`config.mk`:
```
export PLATFORM = sky130hd
export DESIGN_NAME = vefc_nbr_unit
export DESIGN_NICKNAME = d
export VERILOG_FILES = /design/src/hdl/vefc_pkg.sv /design/src/hdl/vefc_nbr_unit.sv
export SDC_FILE = /design/constraint.sdc
export NUM_CORES = 1
export LEC_CHECK = 0
export BUFFER_PORTS_ARGS = -buffer_cell sky130_fd_sc_hd__buf_2
export CORE_MARGIN = 8
export CORE_UTILIZATION = 45
export DETAILED_ROUTE_END_ITERATION = 6
export PLACE_DENSITY = 0.85
export RECOVER_POWER = 50
export SYNTH_ARGS = -nofsm -noshare
export SYNTH_HDL_FRONTEND = slang
export SYNTH_SLANG_ARGS = --single-unit
```
`constraint.sdc`:
```
create_clock -name vclk -period 4.19
set_input_delay 0.838 -clock vclk [all_inputs]
set_output_delay 0.838 -clock vclk [all_outputs]
set_load 0.01 [all_outputs]
```
`src/hdl/vefc_pkg.sv`:
```
// Package for the voxel exposed-face culler: widths, codes, state type.
// No dependencies; every other file of the block imports it.
package vefc_pkg;

    localparam int MAX_AXIS_DEF = 64;

    localparam int COORD_W = 6;
    localparam int COLOR_W = 8;
    localparam int GRID_W  = 7;
    localparam int DIR_W   = 3;
    localparam int CNT_W   = 21;
    localparam int CFG_W   = 2;
    localparam int NCW     = 8;   // neighbor coordinate, two's complement, -1..64
    localparam int LW      = 9;   // effective axis limit, up to MAX_AXIS

    localparam logic [GRID_W-1:0] GRID_RESET  = 7'd64;
    localparam logic [CNT_W-1:0]  COUNTER_MAX = 21'h1FFFFF;
    localparam int                NUM_DIRS    = 6;

    // Item function codes
    localparam logic FUNC_MARK = 1'b0;
    localparam logic FUNC_CULL = 1'b1;

    typedef enum logic [DIR_W-1:0] {
        DIR_NEG_X = 3'd0,
        DIR_POS_X = 3'd1,
        DIR_NEG_Y = 3'd2,
        DIR_POS_Y = 3'd3,
        DIR_NEG_Z = 3'd4,
        DIR_POS_Z = 3'd5,
        DIR_SELF  = 3'd6
    } t_dir;

    typedef enum logic [CFG_W-1:0] {
        REG_GRID_X = 2'd0,
        REG_GRID_Y = 2'd1,
        REG_GRID_Z = 2'd2
    } t_cfg_idx;

    typedef enum logic [2:0] {
        ST_CLEAR,
        ST_IDLE,
        ST_MARK_RD,
        ST_MARK_WR,
        ST_READ,
        ST_EMIT
    } t_state;

    typedef struct packed {
        logic [GRID_W-1:0] x;
        logic [GRID_W-1:0] y;
        logic [GRID_W-1:0] z;
    } t_grid;

endpackage

```
`src/hdl/vefc_nbr_unit.sv`:
```
// Shared neighbor address unit: offsets a voxel by one step, checks the grid
// and forms the bitmap row address and bit index. Depends on vefc_pkg.
module vefc_nbr_unit import vefc_pkg::*; #(
    parameter int MAX_AXIS = MAX_AXIS_DEF,
    parameter int BW       = $clog2(MAX_AXIS),
    parameter int RAW      = $clog2(MAX_AXIS * MAX_AXIS)
) (
    input  t_dir               i_dir,
    input  logic [COORD_W-1:0] i_x,
    input  logic [COORD_W-1:0] i_y,
    input  logic [COORD_W-1:0] i_z,
    input  t_grid              i_grid,
    output logic               o_in_grid,
    output logic [RAW-1:0]     o_row,
    output logic [BW-1:0]      o_bit
);

    logic [NCW-1:0] w_dx, w_dy, w_dz;
    logic [NCW-1:0] w_nx, w_ny, w_nz;
    logic [LW-1:0]  w_lim_x, w_lim_y, w_lim_z;

    always_comb begin
        w_dx = '0;
        w_dy = '0;
        w_dz = '0;
        case (i_dir)
            DIR_NEG_X: w_dx = '1;
            DIR_POS_X: w_dx = NCW'(1);
            DIR_NEG_Y: w_dy = '1;
            DIR_POS_Y: w_dy = NCW'(1);
            DIR_NEG_Z: w_dz = '1;
            DIR_POS_Z: w_dz = NCW'(1);
            default: ;
        endcase
    end

    assign w_nx = NCW'(i_x) + w_dx;
    assign w_ny = NCW'(i_y) + w_dy;
    assign w_nz = NCW'(i_z) + w_dz;

    // Clamp each axis to the bitmap stride
    assign w_lim_x = (LW'(i_grid.x) > LW'(MAX_AXIS)) ? LW'(MAX_AXIS) : LW'(i_grid.x);
    assign w_lim_y = (LW'(i_grid.y) > LW'(MAX_AXIS)) ? LW'(MAX_AXIS) : LW'(i_grid.y);
    assign w_lim_z = (LW'(i_grid.z) > LW'(MAX_AXIS)) ? LW'(MAX_AXIS) : LW'(i_grid.z);

    assign o_in_grid = !w_nx[NCW-1] && !w_ny[NCW-1] && !w_nz[NCW-1] &&
                       (LW'(w_nx) < w_lim_x) && (LW'(w_ny) < w_lim_y) &&
                       (LW'(w_nz) < w_lim_z);

    assign o_row = RAW'(RAW'(w_nz[BW-1:0]) * RAW'(MAX_AXIS)) + RAW'(w_ny[BW-1:0]);
    assign o_bit = w_nx[BW-1:0];

endmodule

```
==> flow_summary.json, run 1 <==
{
  "vias": 1599,
  "met1_length_um": 1617,
  "cp_slowest_cell": "or3b_4",
  "antenna_found_initial": 0,
  "syn_area_per_cell_um2": 7.418,
  "cp_top_family": "simple AND/OR/NAND/NOR gates",
  "grt_max_degree": 12,
  "synth.most_common_cell": "ha_1",
  "setup_viol_count_final": 1,
  "hold_viol_final": 0,
  "p_comb_frac": 1.000,
  "path_max_fanout": 4,
  "hpwlAfterDp_um": 3383,
  "dp_cells": 282,
  "criticalPathCategory": "input port to primary output",
  "drive_gt1_frac": 0.4514,
  "grt_pass1_vias": 1679,
  "die_area_um2": 4731,
  "worstPathCellList": "buf_8 > or3b_4 > xnor2_2 > ha_2 > nor3_2 > nor2_1 > nor2_1 > a21oi_2 > xnor2_2 > ha_1 > a211oi_2 > nor2_1 > nor3_1 > nand4_1 > nor3_2 > buf_2",
  "synth_top_cells_by_count": "ha_1, nand2_1, nor2_1, o21ai_0",
  "synth_fp_nets": 247,
  "dp_slack_ns": -0.2134,
  "fin_cells": 288,
  "hold_depth": 3,
  "yosysSeqAreaShare": 0,
  "worst_pin_slew_ns": 0.3462,
  "end_kind": "primary output",
  "synth_cell_type_count": 37,
  "syn-cell-area_um2": 1254,
  "period_minus_slack_ns": 4.296,
  "worstHoldStart": "i_y[0]",
  "seq_cell_count": 0,
  "port_buffers": 61,
  "min_path_type": "input port to primary output",
  "synthTopCellsByArea": "ha_1, xnor2_1, nand2_1",
  "start_kind": "input port",
  "power.density_nw_per_um2": 134.7,
  "max_freq_ghz": 0.2328,
  "syn_inst": 169,
  "max-vdd-ir-drop_mv": 0.1002,
  "nets": 337,
  "fin_util": 0.7262,
  "cap_viol_max_count": 0,
  "dr_wl_met3_um": 332,
  "avgRoutedWirePerCell_um": 14.17,
  "first_pass_iters": 4,
  "hold_buffers": 0,
  "swShare": 0.4966,
  "violations": "negative setup slack",
  "syn_to_final_growth_pct": 56.99,
  "drt-initial-drc-count": 55,
  "yosys_warnings": 0,
  "hold_end": "o_row[0]",
  "core_area_um2": 2710,
  "grt_first_pass_wirelength_um": 6879,
  "diodes": 0,
  "slew_headroom": 0.7659,
  "route.detailed.drc": 0,
  "timing.final.crit_share": 1.025,
  "status": "complete, but fails checks",
  "path_common_cell": "nor2_1",
  "place.gp.congestion": 0.8668,
  "p_switching_mw": 0.1317,
  "regArea_um2": 0,
  "grt_overflow": 0,
  "via_per_inst": 5.552,
  "fillers": 238,
  "routed-wl-met2_um": 2116,
  "start_util": 0.4626,
  "rsz0062_at_grt": "yes",
  "die_w_um": 68.78,
  "wirelength_um": 4081,
  "top_layer_used": "met4",
  "nClkBuffers": 0,
  "drtAntennaViolNets": 0,
  "core.rowCount": 19,
  "critPathRequiredTime_ns": 3.35,
  "pwr-share-clk": 0,
  "p_int_mw": 0.1335,
  "p_leak_nw": 1.014,
  "fp.dieH_um": 68.78,
  "arrival_ns": 3.46,
  "yosys.area.top_type": "ha_1",
  "synth_top_area_frac": 0.3393,
  "pwr-share-seq": 0,
  "critical_path.max_stage_delay_ns": 0.41,
  "gr-usage-all-layers": 0.1769,
  "crit_buf_inv": 2,
  "ioPinCount": 61,
  "worst_slack_ns": -0.1060,
  "drv_slew": 0
}
==> worst max-delay path by stage <==
stage | start | end | cells past startpoint
2_1_floorplan | i_dir[2] | o_in_grid | 15
3_3_place_gp | i_dir[2] | o_in_grid | 16
3_5_place_dp | i_dir[2] | o_in_grid | 16
4_1_cts | i_dir[0] | o_in_grid | 16
5_1_grt | i_dir[0] | o_in_grid | 16
6_report | i_dir[0] | o_in_grid | 16
==> kinds of logic (layout without fill, tap and decap cells) <==
logic type      after synthesis  after routing  synth area share
buf+inv                      12            100           0.03692
mux                           1              1          0.007984
compound gates               43             43            0.2285
fa+ha+maj                    36             36            0.3713
xor+xnor                     15             15            0.1048
simple gates                 62             62            0.2505
==> routing by layer <==
layer,vias up,GRT usage
met5,-,0
met4,0,0.02506
met3,2,0.02746
met2,48,0.3496
met1,739,0.1954
li1,810,-
==> placed cells by master, fill, tap and decap left out, types with 4 or more instances in the layout <==
cell type,Yosys,layout
o21ai_0,12,9
ha_2,0,4
ha_1,34,28
nor2_1,12,11
xnor2_1,10,8
nand2_1,18,18
buf_4,0,28
o21a_1,4,4
inv_1,11,9
a21oi_1,7,5
buf_2,1,58
a21o_1,4,4
xor2_1,5,5
nor3_1,11,7
==> repair_timing <==
action | in CTS | in global routing
setup buffers | 3 | 3
pin swaps | 20 | 9
resized for setup | 30 | 7
setup endpoints to repair | 1 | 1
==> power by group through the flow <==
stage	combinational (mW)	clock (mW)	sequential, mW
floorplan	0.135	0	0
global placement	0.224	0	0
detailed placement	0.231	0	0
CTS	0.254	0	0
global route	0.296	0	0
finish	0.265	0	0
==> area by class of cell <==
| cell class | instances | area, um^2 | share of cell area |
|---|---|---|---|
| Multi-Input combinational cell | 157 | 1341 | 0.6815 |
| Tap cell | 31 | 38.79 | 0.01971 |
| Timing Repair Buffer | 89 | 541.8 | 0.2753 |
| Inverter | 11 | 46.29 | 0.02352 |
==> through the flow <==
| step | TNS [ns] | power (mW) | hold WS (ns) | cell area, um^2 |
|---|---|---|---|---|
| after floorplan | 0 | 0.1354 | 1.780 | 1289 |
| after global placement | -0.1277 | 0.2236 | 2.017 | 1787 |
| after detailed placement | -0.2134 | 0.2314 | 2.018 | 1787 |
| after CTS | -0.08779 | 0.2543 | 2.017 | 1928 |
| after global routing | -0.2787 | 0.2957 | 2.034 | 1968 |
| final | -0.1060 | 0.2652 | 2.013 | 1968 |
(Power assumes the default switching activity.)
==> run 2: changes to the inputs <==
Settings changed: BUFFER_PORTS_ARGS -buffer_cell sky130_fd_sc_hd__buf_2 to not set, CORE_UTILIZATION 45 to 50, DONT_BUFFER_PORTS set to 1, PLACE_DENSITY 0.85 to 0.71.
==> run 2 against run 1 <==
  * Highest routed layer unchanged
  * Setup slack improved by 0.15 ns
  * Critical path depth fell by 1
  * The run now ends clean
  * Via count fell by 18%
  * Cell area fell by 21%
  * Non-clock buffer count fell by 65
  * Sequential cell count did not move
==> flow_summary.json, run 2 (same netlist as run 1, synthesis figures left out) <==
{
  "diodes": 0,
  "nets": 272,
  "grt_pass1_vias": 1323,
  "vias": 1314,
  "start_util": 0.5154,
  "critPathRequiredTime_ns": 3.35,
  "cap_viol_max_count": 0,
  "grt_first_pass_wirelength_um": 5623,
  "final_cell_mix": "ha_1, buf_4, nand2_1",
  "fp.dieH_um": 66.08,
  "timing.final.crit_share": 0.9889,
  "fin_area_um2": 1548,
  "drtAntennaViolNets": 0,
  "end_kind": "primary output",
  "gr-usage-all-layers": 0.1509,
  "syn_to_final_growth_pct": 23.45,
  "wirelength_um": 3572,
  "worstPathCellList": "or3b_4 > xnor2_2 > ha_2 > nor3_1 > nor2_1 > nor2_1 > a21oi_2 > buf_4 > mux2i_1 > ha_1 > o21ai_0 > nor2_1 > nor3_1 > nand4_1 > nor3_2",
  "ioPinCount": 61,
  "seq_cell_count": 0,
  "place.gp.congestion": 0.8003,
  "hold_viol_final": 0,
  "p_leak_nw": 0.7319,
  "cp_slowest_cell": "or3b_4",
  "port_buffers": 0,
  "layout_commonest_cell": "ha_1",
  "avgRoutedWirePerCell_um": 16.09,
  "drive_gt1_frac": 0.2083,
  "antenna_found_initial": 0,
  "criticalPathCategory": "input port to primary output",
  "arrival_ns": 3.31,
  "core_area_um2": 2432,
  "rsz0062_at_grt": "yes",
  "die_w_um": 66.08,
  "max-vdd-ir-drop_mv": 0.08308,
  "hpwlAfterDp_um": 3110,
  "path_max_fanout": 7,
  "worst_pin_slew_ns": 0.3956,
  "first_pass_iters": 5,
  "via_per_inst": 5.919,
  "nClkBuffers": 0,
  "period_minus_slack_ns": 4.144,
  "finalSetupTns_ns": 0,
  "route.detailed.drc": 0,
  "slew_headroom": 0.7294,
  "status": "completed",
  "path_common_cell": "nor2_1",
  "fin_util": 0.6363,
  "setup_viol_count_final": 0,
  "max_freq_ghz": 0.2413,
  "min_path_type": "input port to primary output",
  "dp_slack_ns": -0.06087,
  "grt_overflow": 0,
  "drt-initial-drc-count": 48,
  "power.density_nw_per_um2": 131.3,
  "die_area_um2": 4366,
  "grt_max_degree": 12,
  "worst_slack_ns": 0.04646,
  "core.rowCount": 18,
  "start_kind": "input port",
  "regArea_um2": 0,
  "power_mw": 0.2032,
  "critical_path.max_stage_delay_ns": 0.40,
  "placed_area_um2": 1450,
  "drv_slew": 0
}
## run 2: power breakdown
part	internal, mW	total (mW)	leakage [nW]	switching (mW)
logic	0.0982	0.203	0.732	0.105
registers	0	0	0	0
clock network	0	0	0	0
## run 2: per-layer routing
metal | routed length [um] | GRT usage | share of wire
met2 | 1906 | 0.3106 | 0.53
met5 | 0 | 0 | 0
met1 | 1347 | 0.1562 | 0.38
met3 | 299 | 0.02712 | 0.084
met4 | 18 | 0.01333 | 0.0050
## run 2: final timing paths
check | slack, ns | from | end | cells after the start
worst max-delay path | 0.05 | i_dir[2] | o_in_grid | 15
worst min-delay path | 1.84 | i_z[0] | o_row[6] | 1
## run 2: stage by stage
step	instances	hold slack (ns)
after floorplan	169	1.780
after global placement	216	1.858
after detailed placement	216	1.854
after CTS	221	1.841
after global routing	222	1.852
final	222	1.840
## run 2: what timing repair did
action | CTS | global route
resized for setup | 9 | 4
setup buffers | 5 | 1
hold buffers | 0 | 0
hold endpoints to repair | 0 | 0
cloned | 0 | 0
endpoints found under the setup margin | 1 | 1
pin swaps | 9 | 3
## run 2: cell type report
type               count  area [um^2]
repair buffers        24        180.2
well taps             30        37.54
multi-input cells    157         1284
inverters             11        46.29
fillers              227        884.6
## run 2: worst max-delay path, delay by kind of cell
| family | cells | cell delay (ns) |
|---|---|---|
| AO/OA/AOI/OAI | 2 | 0.25 |
| multiplexers | 1 | 0.21 |
| AND/OR/NAND/NOR | 8 | 1.25 |
| buffers and inverters | 1 | 0.14 |
| XOR/XNOR | 1 | 0.16 |
| adder cells (fa/ha/maj) | 2 | 0.47 |
